### src/design/usc_pkg.sv
`timescale 1ns / 1ps
// ----------------------------------------------------------------------------
// usc_pkg
// Shared constants, types and helpers for the superblock classifier.
// ----------------------------------------------------------------------------
package usc_pkg;

  localparam int unsigned PosW = 9;

  localparam logic [PosW-1:0] WordsPerBlock = 9'd256;
  localparam logic [PosW-1:0] PosIsize      = 9'd0;
  localparam logic [PosW-1:0] PosSizeOne    = 9'd1;
  localparam logic [PosW-1:0] PosSizeTwo    = 9'd2;
  localparam logic [PosW-1:0] PosV7Free     = 9'd3;
  localparam logic [PosW-1:0] PosV6Inode    = 9'd103;
  localparam logic [PosW-1:0] PosV7Inode    = 9'd104;

  // Free lists: V6 entries are single words from word 3, V7 entries are
  // word pairs from word 4.
  localparam logic [PosW-1:0] V6ListFirst = 9'd3;
  localparam logic [PosW-1:0] V6ListEnd   = 9'd103;
  localparam logic [PosW-1:0] V7ListFirst = 9'd4;
  localparam logic [PosW-1:0] V7ListEnd   = 9'd104;

  localparam logic [15:0] V7FreeMax = 16'd50;
  localparam logic [15:0] V6FreeMax = 16'd100;
  localparam logic [15:0] InodeMax  = 16'd100;
  localparam logic [15:0] MinIsize  = 16'd3;

  typedef enum logic [1:0] {
    KIND_NONE = 2'd0,
    KIND_V7   = 2'd1,
    KIND_32V  = 2'd2,
    KIND_V6   = 2'd3
  } fs_kind_e;

  // Header fields and free-list verdicts gathered over one block.
  typedef struct packed {
    logic [15:0] isize;
    logic [15:0] size_one;
    logic [15:0] size_two;
    logic [15:0] v7_free_count;
    logic [15:0] v7_inode_count;
    logic [15:0] v6_inode_count;
    logic        pdp_ok;
    logic        vax_ok;
    logic        v6_ok;
  } blk_state_t;

  localparam blk_state_t BlkStateClear = '{
    isize:          16'd0,
    size_one:       16'd0,
    size_two:       16'd0,
    v7_free_count:  16'd0,
    v7_inode_count: 16'd0,
    v6_inode_count: 16'd0,
    pdp_ok:         1'b1,
    vax_ok:         1'b1,
    v6_ok:          1'b1
  };

  // A free block number is fine when it is zero or inside [isize, fsize).
  function automatic logic entry_ok(logic [31:0] fb, logic [15:0] isize,
                                    logic [31:0] fsize);
    return (fb == 32'd0) || ((fb >= {16'd0, isize}) && (fb < fsize));
  endfunction

endpackage

### src/design/usc_block_state.sv
`timescale 1ns / 1ps
// ----------------------------------------------------------------------------
// usc_block_state
// Word position, captured header fields and running free-list checks.
// ----------------------------------------------------------------------------
module usc_block_state import usc_pkg::*; (
  input  logic        clk_i,
  input  logic        rst_ni,
  input  logic        beat_en_i,
  input  logic [15:0] word_i,
  input  logic        last_i,
  output blk_state_t  state_next_o
);

  blk_state_t      st_q, st_d;
  logic [PosW-1:0] pos_q, pos_d;
  logic [15:0]     pend_q, pend_d;

  logic [15:0] pos_wide;
  logic [15:0] v7_second;
  logic        v6_in_list;
  logic        v7_in_list;
  logic        v7_check;

  assign pos_wide = {{(16-PosW){1'b0}}, pos_q};

  assign v6_in_list = (pos_q >= V6ListFirst) && (pos_q < V6ListEnd) &&
                      ((pos_wide - {{(16-PosW){1'b0}}, V6ListFirst}) < st_q.size_two);
  assign v7_in_list = (pos_q >= V7ListFirst) && (pos_q < V7ListEnd) &&
                      (((pos_wide - {{(16-PosW){1'b0}}, V7ListFirst}) >> 1)
                       < st_q.v7_free_count);

  // The first half of a pair is checked alone, with a zero second half,
  // only when the block ends on it.
  always_comb begin
    logic [15:0] first;
    first     = pos_q[0] ? pend_q : word_i;
    v7_second = pos_q[0] ? word_i : 16'd0;
    v7_check  = v7_in_list && (pos_q[0] || last_i);
    st_d      = st_q;
    pos_d     = pos_q;
    pend_d    = pend_q;
    if (pos_q < WordsPerBlock) begin
      case (pos_q)
        PosIsize:   st_d.isize          = word_i;
        PosSizeOne: st_d.size_one       = word_i;
        PosSizeTwo: st_d.size_two       = word_i;
        PosV7Free:  st_d.v7_free_count  = word_i;
        PosV6Inode: st_d.v6_inode_count = word_i;
        PosV7Inode: st_d.v7_inode_count = word_i;
        default: ;
      endcase
      if (v6_in_list && !entry_ok({16'd0, word_i}, st_q.isize, {16'd0, st_q.size_one})) begin
        st_d.v6_ok = 1'b0;
      end
      if (v7_in_list && !pos_q[0]) begin
        pend_d = word_i;
      end
      if (v7_check) begin
        if (!entry_ok({first, v7_second}, st_q.isize, {st_q.size_one, st_q.size_two})) begin
          st_d.pdp_ok = 1'b0;
        end
        if (!entry_ok({v7_second, first}, st_q.isize, {st_q.size_two, st_q.size_one})) begin
          st_d.vax_ok = 1'b0;
        end
      end
      pos_d = pos_q + 1'b1;
    end
  end

  assign state_next_o = st_d;

  always_ff @(posedge clk_i or negedge rst_ni) begin
    if (!rst_ni) begin
      st_q   <= BlkStateClear;
      pos_q  <= '0;
      pend_q <= '0;
    end else if (beat_en_i) begin
      if (last_i) begin
        st_q   <= BlkStateClear;
        pos_q  <= '0;
        pend_q <= '0;
      end else begin
        st_q   <= st_d;
        pos_q  <= pos_d;
        pend_q <= pend_d;
      end
    end
  end

endmodule

### src/design/usc_verdict.sv
`timescale 1ns / 1ps
// ----------------------------------------------------------------------------
// usc_verdict
// Picks the layout for a finished block and holds the result beat.
// ----------------------------------------------------------------------------
module usc_verdict import usc_pkg::*; (
  input  logic        clk_i,
  input  logic        rst_ni,
  input  logic        load_i,
  input  blk_state_t  state_i,
  input  logic [31:0] block_number_i,
  input  logic [31:0] image_blocks_i,
  input  logic        out_ready_i,
  output logic        out_valid_o,
  output fs_kind_e    fs_kind_o,
  output logic [15:0] inode_area_blocks_o,
  output logic [31:0] fs_blocks_o
);

  // The filesystem must end after the inode area and inside the image.
  function automatic logic fits(logic [31:0] fsize, logic [15:0] isize,
                                logic [31:0] bno, logic [31:0] img);
    return (fsize > {16'd0, isize}) &&
           (({1'b0, bno} + {1'b0, fsize}) <= ({1'b0, img} + 33'd1));
  endfunction

  logic [31:0] size_pdp, size_vax, size_v6;
  logic        v7_common, v6_common;
  logic        pdp_fit, vax_fit, v6_fit;
  fs_kind_e    kind_d;
  logic [15:0] isz_d;
  logic [31:0] fsz_d;

  logic        valid_q;
  fs_kind_e    kind_q;
  logic [15:0] isz_q;
  logic [31:0] fsz_q;

  assign size_pdp = {state_i.size_one, state_i.size_two};
  assign size_vax = {state_i.size_two, state_i.size_one};
  assign size_v6  = {16'd0, state_i.size_one};

  assign v7_common = (state_i.v7_free_count <= V7FreeMax) &&
                     (state_i.v7_inode_count <= InodeMax);
  assign v6_common = (state_i.size_two <= V6FreeMax) &&
                     (state_i.v6_inode_count <= InodeMax);

  assign pdp_fit = fits(size_pdp, state_i.isize, block_number_i, image_blocks_i);
  assign vax_fit = fits(size_vax, state_i.isize, block_number_i, image_blocks_i);
  assign v6_fit  = fits(size_v6, state_i.isize, block_number_i, image_blocks_i);

  always_comb begin
    kind_d = KIND_NONE;
    isz_d  = 16'd0;
    fsz_d  = 32'd0;
    if (state_i.isize >= MinIsize) begin
      if (v7_common && pdp_fit && state_i.pdp_ok) begin
        kind_d = KIND_V7;
        fsz_d  = size_pdp;
      end else if (v7_common && vax_fit && state_i.vax_ok) begin
        kind_d = KIND_32V;
        fsz_d  = size_vax;
      end else if (v6_common && v6_fit && state_i.v6_ok) begin
        kind_d = KIND_V6;
        fsz_d  = size_v6;
      end
      if (kind_d != KIND_NONE) begin
        isz_d = state_i.isize;
      end
    end
  end

  always_ff @(posedge clk_i or negedge rst_ni) begin
    if (!rst_ni) begin
      valid_q <= 1'b0;
    end else if (load_i) begin
      valid_q <= 1'b1;
    end else if (out_ready_i) begin
      valid_q <= 1'b0;
    end
  end

  always_ff @(posedge clk_i) begin
    if (load_i) begin
      kind_q <= kind_d;
      isz_q  <= isz_d;
      fsz_q  <= fsz_d;
    end
  end

  assign out_valid_o         = valid_q;
  assign fs_kind_o           = kind_q;
  assign inode_area_blocks_o = isz_q;
  assign fs_blocks_o         = fsz_q;

endmodule

### src/design/unix_superblock_classifier_unit.sv
`timescale 1ns / 1ps
// ----------------------------------------------------------------------------
// unix_superblock_classifier_unit
// Classifies a candidate 512-byte block as a V7, 32V or V6 superblock.
// ----------------------------------------------------------------------------
// Usage: the sender streams the block as 16-bit words on the slave channel,
// block number and word in tdata, tlast on the final word. Each beat is taken
// into an input register and checked there against the header fields already
// captured, so the block takes one beat per cycle unless a pending result holds
// its tlast beat. One result beat (kind in tuser, inode-area and filesystem
// sizes in tdata) is loaded into the result register when the tlast beat
// leaves the input register; other beats give no result. If the receiver
// stalls, the result waits in its register while the words of the next block
// keep flowing at full rate; only when that block's tlast beat reaches the
// input register does s_axis_tready drop, until the pending result is taken.
// image_blocks is written over the APB port at address 0; the user must write
// it only while the unit is idle, which the unit itself does not enforce.
// Reset clears all block state, the image size register and both channels;
// the first beat can be accepted in the cycle after reset.
// ----------------------------------------------------------------------------
module unix_superblock_classifier_unit import usc_pkg::*; (
  input  logic        clk_i,
  input  logic        rst_ni,
  // APB configuration port
  input  logic        psel,
  input  logic        penable,
  input  logic        pwrite,
  input  logic [2:0]  paddr,
  input  logic [31:0] pwdata,
  output logic [31:0] prdata,
  output logic        pready,
  // Word input
  input  logic        s_axis_tvalid,
  output logic        s_axis_tready,
  input  logic [47:0] s_axis_tdata,   // [31:0] block_number, [47:32] data_word
  input  logic        s_axis_tlast,   // last word of the block
  // Result output
  output logic        m_axis_tvalid,
  input  logic        m_axis_tready,
  output logic [47:0] m_axis_tdata,   // [15:0] inode_area_blocks, [47:16] fs_blocks
  output logic [1:0]  m_axis_tuser    // [1:0] fs_kind
);

  logic [31:0] image_blocks_q;
  logic        reg_hit;

  logic        s1_valid_q;
  logic [31:0] s1_bno_q;
  logic [15:0] s1_word_q;
  logic        s1_last_q;

  logic        advance;
  logic        load_result;
  logic        in_fire;
  blk_state_t  state_next;
  fs_kind_e    res_kind;
  logic [15:0] res_isz;
  logic [31:0] res_fsz;

  // Configuration register.
  assign pready  = 1'b1;
  assign reg_hit = (paddr[2] == 1'b0);
  assign prdata  = reg_hit ? image_blocks_q : 32'd0;

  always_ff @(posedge clk_i or negedge rst_ni) begin
    if (!rst_ni) begin
      image_blocks_q <= 32'd0;
    end else if (psel && penable && pwrite && pready && reg_hit) begin
      image_blocks_q <= pwdata;
    end
  end

  // A non-last beat always moves on; a last beat needs room for its result.
  assign advance       = s1_valid_q && (!s1_last_q || !m_axis_tvalid || m_axis_tready);
  assign load_result   = advance && s1_last_q;
  assign s_axis_tready = !s1_valid_q || advance;
  assign in_fire       = s_axis_tvalid && s_axis_tready;

  always_ff @(posedge clk_i or negedge rst_ni) begin
    if (!rst_ni) begin
      s1_valid_q <= 1'b0;
    end else if (in_fire) begin
      s1_valid_q <= 1'b1;
    end else if (advance) begin
      s1_valid_q <= 1'b0;
    end
  end

  always_ff @(posedge clk_i) begin
    if (in_fire) begin
      s1_bno_q  <= s_axis_tdata[31:0];
      s1_word_q <= s_axis_tdata[47:32];
      s1_last_q <= s_axis_tlast;
    end
  end

  usc_block_state u_state (
    .clk_i        (clk_i),
    .rst_ni       (rst_ni),
    .beat_en_i    (advance),
    .word_i       (s1_word_q),
    .last_i       (s1_last_q),
    .state_next_o (state_next)
  );

  usc_verdict u_verdict (
    .clk_i               (clk_i),
    .rst_ni              (rst_ni),
    .load_i              (load_result),
    .state_i             (state_next),
    .block_number_i      (s1_bno_q),
    .image_blocks_i      (image_blocks_q),
    .out_ready_i         (m_axis_tready),
    .out_valid_o         (m_axis_tvalid),
    .fs_kind_o           (res_kind),
    .inode_area_blocks_o (res_isz),
    .fs_blocks_o         (res_fsz)
  );

  assign m_axis_tdata = {res_fsz, res_isz};
  assign m_axis_tuser = res_kind;

endmodule

### config.mk
export PLATFORM = sky130hd
export DESIGN_NAME = unix_superblock_classifier_unit
export DESIGN_NICKNAME = d
export VERILOG_FILES = /design/src/design/usc_pkg.sv /design/src/design/usc_block_state.sv /design/src/design/usc_verdict.sv /design/src/design/unix_superblock_classifier_unit.sv
export SDC_FILE = /design/constraint.sdc
export NUM_CORES = 1
export LEC_CHECK = 0
export BUFFER_PORTS_ARGS = -buffer_cell sky130_fd_sc_hd__buf_4
export CORE_UTILIZATION = 40
export CTS_CLUSTER_DIAMETER = 150
export DETAILED_ROUTE_END_ITERATION = 12
export GPL_TIMING_DRIVEN = 0
export PLACE_DENSITY = 0.58
export RECOVER_POWER = 25
export SLEW_MARGIN = 20
export SYNTH_ARGS = -nofsm -noshare
export SYNTH_HDL_FRONTEND = slang
export SYNTH_SLANG_ARGS = --single-unit
### constraint.sdc
create_clock -name clk_i -period 7 [get_ports clk_i]
set_clock_uncertainty 0.2 [all_clocks]
set_input_delay 0.35 -clock clk_i [delete_from_list [all_inputs] [get_ports clk_i]]
set_output_delay 0.35 -clock clk_i [all_outputs]
set_load 0.005 [all_outputs]
==> impl_metrics.yaml, run 1 <==
timing:
  setup_tns_ns: 0
  post-route-period-util_pct: 98.07
  timing_worst_slew_pin_value_ns: 3.668
  report.final.slew_viol_count: 161
  fmaxAchievable_mhz: 145.7
  timing.max_slew.rel_slack_pct: -144.5
  finalHoldViolations: 0
  holdWs_ns: 0.1870
  period_minus_slack_ns: 6.865
  timing.final.setup_violations: 0
yosys:
  synth_cell_type_count: 83
  yosysWarningCount: 0
  synth_seq_cells: 257
  syn-num-nets: 2468
  synthFlopType: "sky130_fd_sc_hd__dfrtp_1"
  per_instance_average_area_after_synthesis_um2: 9.889
  synth-async-reset-ratio_pct: 61.48
  post_synth_instance_area_um2: 20380
  post_synthesis_instance_total: 2061
  fraction_of_the_yosys_area_taken_by_sequential_cells_pct: 34.00
  number_of_enable_type_register_cells_in_the_synthesized_netlist: 99
route:
  drt-initial-drc-count: 964
  route.antenna.remaining_nets: 0
  post_route_drc: 0
  detail_route.first_pass.iterations: 5
  wl_per_cell_um: 23.31
  dr_vias: 18030
  drt-vias-per-instance: 5.810
  final_wl_um: 72330
job:
  max_cap_viol_count: 2
power:
  relative_contribution_of_combinational_cells_to_total_power_pct: 56.7
  power.switching_fraction_pct: 42.32
  power.share.sequential_pct: 24.0
  power_per_cell_area_nw_per_um2: 319.4
  clock_power_share_pct: 19.2
  cellInternalPower_mw: 4.792
  cell_leakage_power_nw: 11.66
  power_switching_mw: 3.517
  worst_ir_drop_vdd_v: 0.0002244
finish:
  layout_commonest_cell: "sky130_fd_sc_hd__ha_1"
  most-common-layout-cells: "sky130_fd_sc_hd__ha_1, sky130_fd_sc_hd__buf_4, sky130_fd_sc_hd__dfrtp_1, sky130_fd_sc_hd__a21oi_1, sky130_fd_sc_hd__a21o_1"
  sequential_cell_area_um2: 6933
  nets: 2815
  insertedDiodeCount: 0
  syn2layout_area_growth_pct: 27.64
  filler_cell_count: 4470
  layout-drive-gt1-share_pct: 21.64
  multi_input_comb_area_um2: 13610
clock_tree:
  root_buffer: "sky130_fd_sc_hd__clkbuf_16"
  clkSinkCount: 257
  number_of_h_tree_branching_levels: 1
  clkSlewWorstSetupHoldPaths_ns: 0.06
  cts.path.max_buffers: 3
  clk_latency_ns: 0.60
  tritoncts.num_buffers: 30
  tritoncts: "built"
worst_setup_path:
  start_kind: "flop"
  critical_path.slowest_cell: "sky130_fd_sc_hd__dfrtp_1"
  rr_startpoint: "u_state.pos_q[8]$_DFFE_PN0P_"
  critical_path_arrival_ns: 7.08
  ff2ff_path_depth: 28
  critPathMaxStageDelay_ns: 0.36
  critPathKind: "reg2reg"
  max_fo_critical_path: 11
  timing.critical_path.to_type: "flop"
  worst_ep_required_time_ns: 7.22
  cp-startpoint: "u_state.pos_q[8]$_DFFE_PN0P_"
global_route:
  number_of_antenna_violations_at_the_first_check_in_global_routing: 0
  grt_pass1_wl_um: 108200
  grt_start_max_net_pins: 90
  grt-ovfl-total: 0
  first_global_vias: 18290
  grtUsageTotal_pct: 27.28
place:
  place.gp.congestion: 0.9671
  io_buffer_count: 172
  dp.final_hpwl_um: 55470
floorplanning:
  die_area_um2: 51860
  initial_utilization_pct: 40.63
  die_width_um: 227.7
  boundaryPins: 176
  design.core.area_um2: 50170
  num_rows: 82
  die-height_um: 227.7
min_path:
  worst_hold_startpoint: "pwrite"
  min_delay_path_depth: 3
  hold_path.class: "in2reg"
run_status:
  result_of_the_run: "complete, but fails checks"
  violated_checks: "max-capacitance violations, max-slew violations"
## through the flow
stage | utilization [%] | cell area [um2] | setup slack (ns) | power (mW) | std cells
floorplan | - | 20380 | 0.01300 | 4.706 | 2061
global placement | 44.88 | 22520 | -2.636 | 5.916 | 2905
detailed placement | 45.05 | 22600 | -2.680 | 6.032 | 2908
CTS | 50.85 | 25510 | 0.01265 | 8.114 | 3076
global route | 51.85 | 26020 | -0.04198 | 8.803 | 3103
finish | 51.85 | 26020 | 0.1349 | 8.309 | 3103
## cell usage after synthesis (21+ instances only)
library cell               number  area (um2)
sky130_fd_sc_hd__clkbuf_1      55       206.5
sky130_fd_sc_hd__a21o_1       113       848.3
sky130_fd_sc_hd__and2_1        21       131.4
sky130_fd_sc_hd__mux2_2        47       529.3
sky130_fd_sc_hd__edfxtp_1      99        2973
sky130_fd_sc_hd__nand2_1       81       304.0
sky130_fd_sc_hd__xnor2_1       77       674.4
sky130_fd_sc_hd__dfrtp_1      155        3879
sky130_fd_sc_hd__xor2_1        39       341.6
sky130_fd_sc_hd__ha_1         314        3929
sky130_fd_sc_hd__nor4_1        25       156.4
sky130_fd_sc_hd__nand4_1       59       369.1
sky130_fd_sc_hd__inv_1        141       529.3
sky130_fd_sc_hd__a22o_1        64       560.5
sky130_fd_sc_hd__nand3_1       42       210.2
sky130_fd_sc_hd__o22ai_1       76       475.5
sky130_fd_sc_hd__and3_1        25       156.4
sky130_fd_sc_hd__nor2_1        82       307.8
sky130_fd_sc_hd__mux2i_1       43       430.4
sky130_fd_sc_hd__o21ai_0       65       325.3
sky130_fd_sc_hd__nor2b_1       52       325.3
sky130_fd_sc_hd__a21oi_1      138       690.7
## registers in the layout, indices dropped and copies added (netlist names)
name	count
image_blocks_q	32
s1_bno_q	32
s1_last_q	1
s1_valid_q	1
s1_word_q	16
u_state.pend_q	16
u_state.pos_q	9
u_state.st_q	99
u_verdict.fs_blocks_o	32
u_verdict.fs_kind_o	2
u_verdict.inode_area_blocks_o	16
u_verdict.out_valid_o	1
## power groups by stage
stage	Clock, mW	Sequential [mW]	Combinational [mW]
final	1.60	2.00	4.71
after floorplan	0	1.94	2.77
after CTS	1.63	1.99	4.49
after global routing	1.68	2.02	5.10
after global placement	0	2.00	3.91
after detailed placement	0	2.00	4.03
## what timing repair did
item | 4_1_cts | 5_1_grt
cloned | 1 | 2
setup endpoints to repair | 50 | 50
setup buffers | 29 | 27
hold buffers | 84 | 0
endpoints found under the hold margin | 152 | 0
resized for setup | 184 | 69
pin swaps | 25 | 39
## kinds of logic (layout without fill, tap and decap cells)
logic type,Yosys count,after routing,share of synthesized area (%)
fa+ha+maj,316,316,19.47
buf+inv,217,587,4.328
xor+xnor,116,116,4.985
flops,257,257,34.00
compound gates,591,591,19.83
other cells,1,1,0.01840
mux,92,92,4.843
simple gates,471,471,12.52
## routing by layer
metal / track usage (%) / up-vias / routed length (um)
met5: 0 / - / 0
met4: 15.20 / 0 / 4708
met3: 3.188 / 213 / 3336
met2: 48.59 / 619 / 35950
met1: 31.73 / 8747 / 28330
li1: - / 8450 / -
## critical path, delay by kind of cell, from the launching register on
kind,cells,cell delay (ns)
and+or+nand+nor,10,2.28
buffers and inverters,6,0.96
xor gates and xnor gates,1,0.17
DFF,1,0.36
AOI/OAI and AO/OA,8,1.74
adders and majority gates,2,0.63
muxes,1,0.30
## final timing paths
path / endpoint / slack [ns]
max: u_verdict.fs_blocks_o[9]$_SDFFCE_PN0P_ / 0.13
min: image_blocks_q[0]$_DFFE_PN0P_ / 0.19
max reg2reg: u_verdict.fs_blocks_o[9]$_SDFFCE_PN0P_ / 0.13
min reg2reg: u_state.st_q[11]$_DFFE_PN0P_ / 0.30
max in group asynchronous: u_state.pos_q[3]$_DFFE_PN0P_ / 1.37
min in group asynchronous: u_state.pos_q[8]$_DFFE_PN0P_ / 1.36
## final cells by class
cell class / count / area share [%]
Timing Repair Buffer: 318 / 10.22
Clock buffer: 39 / 3.174
Sequential cell: 257 / 26.65
Multi-Input combinational cell: 1587 / 52.30
Tap cell: 672 / 3.232
Inverter: 141 / 2.155
Clock inverter: 16 / 0.6349
Buffer: 73 / 1.640
No activity file was read; power rests on OpenSTA's default activity.
==> run 2, diff against run 1 <==
--- a/config.mk
+++ b/config.mk
@@ -7,6 +7,7 @@
 export LEC_CHECK = 0
 export BUFFER_PORTS_ARGS = -buffer_cell sky130_fd_sc_hd__buf_4
 export CORE_UTILIZATION = 40
+export CTS_BUF_LIST = sky130_fd_sc_hd__clkbuf_8
 export CTS_CLUSTER_DIAMETER = 150
 export DETAILED_ROUTE_END_ITERATION = 12
 export GPL_TIMING_DRIVEN = 0
==> run 2 against run 1 <==
Against the previous run:
- the flow still finishes with violations (max-capacitance violations, max-slew violations)
- hold slack lost 0.050 ns
- sequential cell count is the same
- maximum frequency is essentially flat
- first-iteration DRC count grew 18%
- non-clock buffer count is the same
- sequential power is essentially flat
==> impl_metrics.yaml, run 2 (synthesized netlist as in run 1, its figures left out) <==
clock_tree:
  number_of_h_tree_branching_levels: 2
  tritoncts.num_buffers: 47
  root_buffer: "sky130_fd_sc_hd__clkbuf_8"
  tritoncts: "built"
  clkSlewWorstSetupHoldPaths_ns: 0.06
  cts.path.max_buffers: 3
  clk_latency_ns: 0.64
  clkSinkCount: 257
job:
  max_cap_viol_count: 2
finish:
  registers.top_by_ff_count: "u_state.st_q"
  most-common-layout-cells: "sky130_fd_sc_hd__ha_1, sky130_fd_sc_hd__buf_4, sky130_fd_sc_hd__dfrtp_1, sky130_fd_sc_hd__inv_1, sky130_fd_sc_hd__a21oi_1"
  syn2layout_area_growth_pct: 27.54
  insertedDiodeCount: 0
  largest_reg_flops: 99
  layout_commonest_cell: "sky130_fd_sc_hd__ha_1"
  final_cell_count_no_fill: 3132
  nets: 2832
  layout.cell_area.non_filler_um2: 25990
  layout-drive-gt1-share_pct: 22.15
timing:
  post-route-period-util_pct: 98.07
  timing_worst_slew_pin_value_ns: 3.698
  period_minus_slack_ns: 6.865
  timing.max_slew.rel_slack_pct: -146.6
  setup_tns_ns: 0
  finalHoldViolations: 0
  report.final.slew_viol_count: 161
  timing.final.setup_violations: 0
  fmaxAchievable_mhz: 145.7
route:
  post_route_drc: 0
  wl_met3_um: 3212
  route.antenna.remaining_nets: 0
  drt-vias-per-instance: 5.768
  wl_per_cell_um: 23.36
  wl_met1_um: 28960
  wl_met2_um: 36300
  detail_route.first_pass.iterations: 7
  drt-initial-drc-count: 1142
  final_wl_um: 73170
  dr_vias: 18070
  maxUsedRoutingLayer: "met4"
floorplanning:
  die_area_um2: 51860
  boundaryPins: 176
  initial_utilization_pct: 40.63
  die_width_um: 227.7
  die-height_um: 227.7
  num_rows: 82
  design.core.area_um2: 50170
min_path:
  worst_hold_startpoint: "pwrite"
  hold_path.class: "in2reg"
  min_delay_path_depth: 3
  min_to: "image_blocks_q[0]$_DFFE_PN0P_"
worst_setup_path:
  worst_ep_required_time_ns: 7.28
  rr_startpoint: "u_state.pos_q[8]$_DFFE_PN0P_"
  start_kind: "flop"
  critPathKind: "reg2reg"
  r2r_setup_slack_ns: 0.14
  critical_path_arrival_ns: 7.14
  critical_path.slowest_cell: "sky130_fd_sc_hd__fa_2"
  critical_path.reg2reg.endpoint: "u_verdict.fs_blocks_o[27]$_SDFFCE_PN0P_"
  timing.critical_path.to_type: "flop"
  timing.critical_path.mode_cell: "sky130_fd_sc_hd__a21o_1"
  max_fo_critical_path: 10
  ff2ff_path_depth: 31
  critPathMaxStageDelay_ns: 0.41
run_status:
  result_of_the_run: "complete, but fails checks"
  violated_checks: "max-capacitance violations, max-slew violations"
power:
  power.share.sequential_pct: 24.3
  power.switching_fraction_pct: 43.20
  worst_ir_drop_vdd_v: 0.0001614
  clock_power_share_pct: 18.0
  cellInternalPower_mw: 4.679
  power_per_cell_area_nw_per_um2: 316.9
  cell_leakage_power_nw: 11.71
  power_switching_mw: 3.558
  relative_contribution_of_combinational_cells_to_total_power_pct: 57.8
place:
  numPlacedInstances: 2908
  detailed_place.area_um2: 22600
  place.gp.congestion: 0.9671
  dp.final_hpwl_um: 55470
  io_buffer_count: 172
global_route:
  grt-ovfl-total: 0
  grt_pass1_wl_um: 109000
  grt_start_max_net_pins: 90
  number_of_antenna_violations_at_the_first_check_in_global_routing: 0
  grtUsageTotal_pct: 27.68
  first_global_vias: 18420
-- run 2: final cells by class --
| type | instances | area (um2) |
|---|---|---|
| Clock buffer | 52 | 715.7 |
| Tap cell | 672 | 840.8 |
| Clock inverter | 32 | 219.0 |
| Multi-Input combinational cell | 1587 | 13620 |
| Fill cell | 4517 | 24180 |
| Timing Repair Buffer | 318 | 2674 |
| Inverter | 141 | 560.5 |
| Buffer | 73 | 432.9 |
| Sequential cell | 257 | 6933 |
-- run 2: worst max-delay path by stage --
stage                                                            endpoint                         start  cells after the start
after floorplan                   u_verdict.fs_blocks_o[22]$_SDFFCE_PN0P_  u_state.pos_q[2]$_DFFE_PN0P_                     31
after global placement    u_verdict.inode_area_blocks_o[10]$_SDFFCE_PN0P_  u_state.pos_q[2]$_DFFE_PN0P_                     29
after detailed placement  u_verdict.inode_area_blocks_o[12]$_SDFFCE_PN0P_  u_state.pos_q[2]$_DFFE_PN0P_                     29
after CTS                          u_verdict.fs_blocks_o[8]$_SDFFCE_PN0P_  u_state.pos_q[6]$_DFFE_PN0P_                     32
after global routing       u_verdict.inode_area_blocks_o[9]$_SDFFCE_PN0P_  u_state.pos_q[5]$_DFFE_PN0P_                     33
final                             u_verdict.fs_blocks_o[27]$_SDFFCE_PN0P_  u_state.pos_q[8]$_DFFE_PN0P_                     31
-- run 2: critical path, delay by kind of cell, from the launching register on --
kind | cells | cell delay [ns]
AO/OA/AOI/OAI | 14 | 2.57
AND/OR/NAND/NOR | 7 | 1.41
XOR/XNOR | 1 | 0.16
multiplexers | 1 | 0.28
buffers and inverters | 6 | 0.99
adder cells (fa/ha/maj) | 2 | 0.70
flip-flops | 1 | 0.36
-- run 2: repair_timing --
| item | CTS | global route |
|---|---|---|
| gates cloned | 1 | 2 |
| hold buffers | 84 | 0 |
| pin swaps | 23 | 35 |
| setup endpoints to repair | 50 | 49 |
| resized for setup | 178 | 78 |
| hold endpoints to repair | 225 | 0 |
| setup buffers | 29 | 27 |
-- run 2: metrics by stage --
| step | util (%) | setup WS (ns) | total power, mW | hold WS (ns) |
|---|---|---|---|---|
| floorplan | - | 0.01300 | 4.706 | -0.1456 |
| detailed placement | 45.05 | -2.680 | 6.032 | 0.1391 |
| finish | 51.81 | 0.1351 | 8.237 | 0.1370 |
| global route | 51.81 | -0.01542 | 8.739 | 0.1597 |
| CTS | 50.67 | 0.004178 | 7.985 | 0.05354 |
| global placement | 44.88 | -2.636 | 5.916 | 0.2687 |
-- run 2: metal layers --
layer	track usage, %	up-vias
met5	0	-
met2	48.85	566
met3	3.600	206
li1	-	8501
met4	16.47	0
met1	31.96	8792
-- run 2: power by group through the flow --
stage                     clock network, mW  logic, mW  registers, mW
after floorplan                           0       2.77           1.94
after global placement                    0       3.91           2.00
after detailed placement                  0       4.03           2.00
after CTS                              1.52       4.48           1.99
after global routing                   1.58       5.14           2.02
final                                  1.48       4.76           2.00
